==> src/hdl/mks_pkg.sv <==
// Package for the Mahalanobis k-nearest-neighbour selector.
// Holds the shared constants, request codes, register indices, controller states and the command and status structs.
`timescale 1ns / 1ps
package mks_pkg;
   localparam int MAX_K       = 16;
   localparam int LIST_DEPTH  = MAX_K + 1;
   localparam int FRAC_BITS   = 16;
   localparam int IDX_W       = 12;
   localparam int DIST_W      = 64;
   localparam int POS_W       = $clog2(LIST_DEPTH + 1);

   typedef enum logic [1:0] {
      REQ_ROW    = 2'd0,
      REQ_CENTER = 2'd1,
      REQ_CAND   = 2'd2,
      REQ_NONE   = 2'd3
   } req_kind_type;

   typedef enum logic [2:0] {
      REG_K_COUNT  = 3'd0,
      REG_SKIP     = 3'd1,
      REG_MIX      = 3'd2,
      REG_RAD_EN   = 3'd3,
      REG_RAD_LIM  = 3'd4
   } reg_index_type;

   typedef enum logic [3:0] {
      ST_IDLE,
      ST_MUL,
      ST_SUM,
      ST_SQ,
      ST_ACC,
      ST_INSERT,
      ST_EMIT,
      ST_WAIT
   } state_type;

   typedef struct packed {
      logic load_row;
      logic load_center;
      logic load_cand;
      logic mul_step;
      logic sum_step;
      logic sq_step;
      logic acc_step;
      logic insert_step;
      logic emit_load;
      logic emit_advance;
   } cmd_type;

   typedef struct packed {
      logic axis_done;
      logic sq_done;
      logic emit_more;
      logic emit_last;
   } status_type;
endpackage

==> src/hdl/mks_control.sv <==
// Controller of the selector: sequences the distance steps, insertion and emission.
// Depends on mks_pkg and drives mks_datapath.
`timescale 1ns / 1ps
module mks_control (
   input  logic                      clock,
   input  logic                      reset,
   input  logic                      req_fire,
   input  logic [1:0]                req_kind,
   input  logic                      req_last,
   input  mks_pkg::status_type       status,
   input  logic                      rsp_free,
   output logic                      req_ready,
   output logic                      rsp_load,
   output mks_pkg::cmd_type          cmd
);
   mks_pkg::state_type state_ff, state_in;
   logic last_ff, last_in;

   always_ff @(posedge clock) begin
      if (reset) begin
         state_ff <= mks_pkg::ST_IDLE;
         last_ff <= 1'b0;
      end else begin
         state_ff <= state_in;
         last_ff <= last_in;
      end
   end

   always_comb begin
      state_in = state_ff;
      last_in = last_ff;
      cmd = '0;
      req_ready = 1'b0;
      rsp_load = 1'b0;
      unique case (state_ff)
         mks_pkg::ST_IDLE: begin
            req_ready = 1'b1;
            if (req_fire) begin
               unique case (req_kind)
                  mks_pkg::REQ_ROW:    cmd.load_row = 1'b1;
                  mks_pkg::REQ_CENTER: cmd.load_center = 1'b1;
                  mks_pkg::REQ_CAND: begin
                     cmd.load_cand = 1'b1;
                     last_in = req_last;
                     state_in = mks_pkg::ST_MUL;
                  end
                  default: ;
               endcase
            end
         end
         mks_pkg::ST_MUL: begin
            cmd.mul_step = 1'b1;
            state_in = mks_pkg::ST_SUM;
         end
         mks_pkg::ST_SUM: begin
            cmd.sum_step = 1'b1;
            state_in = mks_pkg::ST_SQ;
         end
         mks_pkg::ST_SQ: begin
            cmd.sq_step = 1'b1;
            state_in = mks_pkg::ST_ACC;
         end
         mks_pkg::ST_ACC: begin
            cmd.acc_step = 1'b1;
            if (status.sq_done) state_in = mks_pkg::ST_INSERT;
            else if (status.axis_done) state_in = mks_pkg::ST_SQ;
            else state_in = mks_pkg::ST_MUL;
         end
         mks_pkg::ST_INSERT: begin
            cmd.insert_step = 1'b1;
            state_in = last_ff ? mks_pkg::ST_WAIT : mks_pkg::ST_IDLE;
         end
         mks_pkg::ST_WAIT: begin
            cmd.emit_load = 1'b1;
            state_in = mks_pkg::ST_EMIT;
         end
         mks_pkg::ST_EMIT: begin
            if (rsp_free) begin
               rsp_load = 1'b1;
               if (status.emit_more) cmd.emit_advance = 1'b1;
               if (status.emit_last) state_in = mks_pkg::ST_IDLE;
            end
         end
         default: state_in = mks_pkg::ST_IDLE;
      endcase
   end
endmodule

==> config.mk <==
export PLATFORM = sky130hd
export DESIGN_NAME = mks_control
export DESIGN_NICKNAME = d
export VERILOG_FILES = /design/src/hdl/mks_pkg.sv /design/src/hdl/mks_control.sv
export SDC_FILE = /design/constraint.sdc
export NUM_CORES = 1
export LEC_CHECK = 0
export BUFFER_PORTS_ARGS = -buffer_cell sky130_fd_sc_hd__buf_2
export CAP_MARGIN = 0
export CORE_AREA = 5 5 42 44
export CTS_CLUSTER_DIAMETER = 30
export DETAILED_ROUTE_END_ITERATION = 6
export DIE_AREA = 0 0 47 49
export GPL_ROUTABILITY_DRIVEN = 0
export PLACE_DENSITY = 0.54
export SLEW_MARGIN = 20
export SYNTH_ARGS = -nofsm -noshare
export SYNTH_HDL_FRONTEND = slang
export SYNTH_SLANG_ARGS = --single-unit
==> constraint.sdc <==
create_clock -name clock -period 2 [get_ports clock]
set_input_delay 0.2 -clock clock [delete_from_list [all_inputs] [get_ports clock]]
set_output_delay 0.2 -clock clock [all_outputs]
set_load 0.02 [all_outputs]
==> results.py <==
metrics = {
    "floorplan": {
        "io_pins": 23,
        "die_area_mm2": 0.00230,
        "fp-row-count": 14,
        "dieWidth_um": 47,
        "core_mm2": 0.00140,
        "start_util_pct": 21.9,
        "die_h_um": 49,
    },
    "setup_path": {
        "crit_arrival_ns": 1.55,
        "rr_startpoint": "state_ff[0]",
        "cp_slowest_cell": "or3_4",
        "crit_required_ns": 1.80,
        "setup.worst_path.start": "state_ff[2]",
        "worstSetupPathType": "reg2out",
        "critical_path.cell_chain": "or3_4, nor4b_1, buf_2",
        "startpoint_type": "register",
        "path_depth": 3,
        "cp_max_fo": 14,
        "cpPeakStageDelay_ns": 0.46,
        "crit_family": "simple AND/OR/NAND/NOR gates",
        "cp.buffers_inverters": 1,
        "worst_setup_path_end_kind": "primary output",
        "r2r_cells": 4,
    },
    "power": {
        "irDropWorstVdd_v": 0.000211,
        "power_density_mw_per_mm2": 567,
        "p_leak_nw": 0.225,
        "totalPowerFinal_w": 0.000253,
    },
    "route": {
        "vias": 374,
        "routed_wl_um": 852,
        "drcViolationCount": 0,
        "via_per_inst": 4.68,
        "wl_per_cell_um": 10.7,
        "drt_iter0_drc": 7,
        "ant_nets": 0,
        "drt_pass1_iterations": 4,
    },
    "timing": {
        "fmax_ghz": 0.571,
        "setup_violations": 0,
        "period_needed_ns": 1.75,
        "worst_slew_pin_slew_ns": 0.408,
        "drv_slew": 0,
        "min_period_over_period_pct": 87.5,
        "skew_ns": 0.000335,
        "rsz0062_at_grt": "false",
        "timing.setup.tns_ns": 0,
        "slew_headroom_pct": 72.8,
        "hold_viol_final": 0,
    },
    "placed_design": {
        "dpl-instance-area_um2": 424,
        "dp_hpwl_um": 664,
        "portBuffers": 22,
    },
    "worst_hold_path": {
        "min_path_cells": 2,
        "worstHoldStart": "reset",
        "hold_path.class": "in2reg",
    },
    "global_routing": {
        "grt_pass1_vias": 323,
        "grt_max_degree": 15,
        "grt_use_total_pct": 7.46,
        "antenna_found_initial": 0,
        "overflow": 0,
        "grt_pass1_wl_mm": 1.29,
    },
    "final_layout": {
        "final_area_um2": 447,
        "drive_gt1_share_pct": 42.2,
        "synthToLayoutAreaGrowth_pct": 45.7,
        "n_antenna_cell": 0,
        "fillCellCount": 165,
        "fin_nets": 77,
    },
    "synthesis": {
        "ys_ff_latch": 4,
        "synth-edff-count": 0,
        "synthArstFlopShare_pct": 0,
        "synth_common_cells": "4 x a21oi_1, 4 x dfxtp_1, 4 x nor3_1",
        "mappedNetlistArea_um2": 307,
        "synth_area_leader_cell": "dfxtp_1",
        "yosys_warnings": 0,
        "syn_avg_cell_area_um2": 7.48,
        "synth_area_leaders": "dfxtp_1 26%, a21oi_1 6.5%, nor3_1 6.5%, and3_1 6.1%, o21ai_0 4.9%",
        "synth_top_area_share_pct": 26.1,
        "synth-main-ff-cell": "dfxtp_1",
        "netlist_instances": 41,
        "synth_cell_types": 22,
        "postSynthNetCount": 52,
        "ys_seq_area_share_pct": 26.1,
    },
    "clock_tree": {
        "cts_hold_buf": 0,
        "insertion_delay_ns": 0.23,
        "clock_path_buffers": 2,
        "clock-sinks": 4,
        "cts_buffers": 3,
        "cts_setup_buffers": 0,
        "cts.clk_slew.worst_paths_ns": 0.03,
        "htree_levels": 1,
        "ctsResizeCount": 0,
        "root_buffer": "clkbuf_4",
        "cts_tree": "done",
    },
    "run": {
        "max-cap-violations": 0,
    },
    "outcome": {
        "status": "finished clean",
    },
}
[cell type report]
| cell class | instances | area, um2 | area share [%] |
|---|---|---|---|
| Tap cell | 16 | 20.0 | 4.48 |
| Timing Repair Buffer | 22 | 110 | 24.6 |
| Clock buffer | 3 | 22.5 | 5.04 |
| Sequential cell | 4 | 80.1 | 17.9 |
| Multi-Input combinational cell | 32 | 203 | 45.4 |
| Inverter | 3 | 11.3 | 2.52 |
[sequential cells by signal, indices dropped and copies added (netlist names)]
register  count
last_ff       1
state_ff      3
[worst register-to-register path, cell delays in order (launching register included)]
cell     delay [ns]
dfxtp_1        0.52
inv_1          0.18
and3_1         0.23
a22oi_1        0.15
a21oi_1        0.09
[where the power goes]
group / internal [W] / switching, W
logic: 0.0000284 / 0.0000372
registers: 0.0000841 / 0.00000770
clock network: 0.0000668 / 0.0000288
[metal layers]
layer	track usage, %	part of all wire [%]
met4	5.53	0
met3	1.85	13
met1	10.1	42
met5	0	0
met2	9.73	45
[logic make-up after synthesis]
logic type	count (synthesis)	synth area share (%)
compound gates	11	21.2
flops	4	26.1
simple gates	20	42.0
buf+inv	5	7.75
xor+xnor	1	2.86
[path summary, 6_finish.rpt]
kind	endpoint	slack (ns)
worst min register to register	last_ff	0.50
worst max-delay path	cmd[9]	0.25
worst max register to register	state_ff[2]	0.72
worst min-delay path	state_ff[1]	0.17
[metrics by stage]
step | util [%] | hold slack [ns] | std cells | worst slack (ns)
after global placement | 30.3 | 0.412 | 77 | 0.518
final | 31.9 | 0.171 | 80 | 0.249
after global routing | 31.9 | 0.183 | 80 | 0.134
after detailed placement | 30.3 | 0.411 | 77 | 0.483
after floorplan | - | 0.269 | 41 | 0.288
after CTS | 31.9 | 0.161 | 80 | 0.228
[placed cells by master, fill, tap and decap left out, drive strengths merged]
master / netlist / routed
buf: 2 / 22
nor3: 4 / 4
a21oi: 4 / 4
dfxtp: 4 / 4
inv: 3 / 3
and3: 3 / 3
nand2: 3 / 3
o21ai: 3 / 3
clkbuf: 0 / 3
nor2: 3 / 3
nand3b: 2 / 2
or3: 1 / 1
nor4b: 1 / 1
and4: 1 / 1
and2: 1 / 1
a2111oi: 1 / 1
a21o: 1 / 1
a22oi: 1 / 1
nor4bb: 1 / 1
xnor2: 1 / 1
o22ai: 1 / 1
Note: power is estimated with default switching activity, not from simulation.
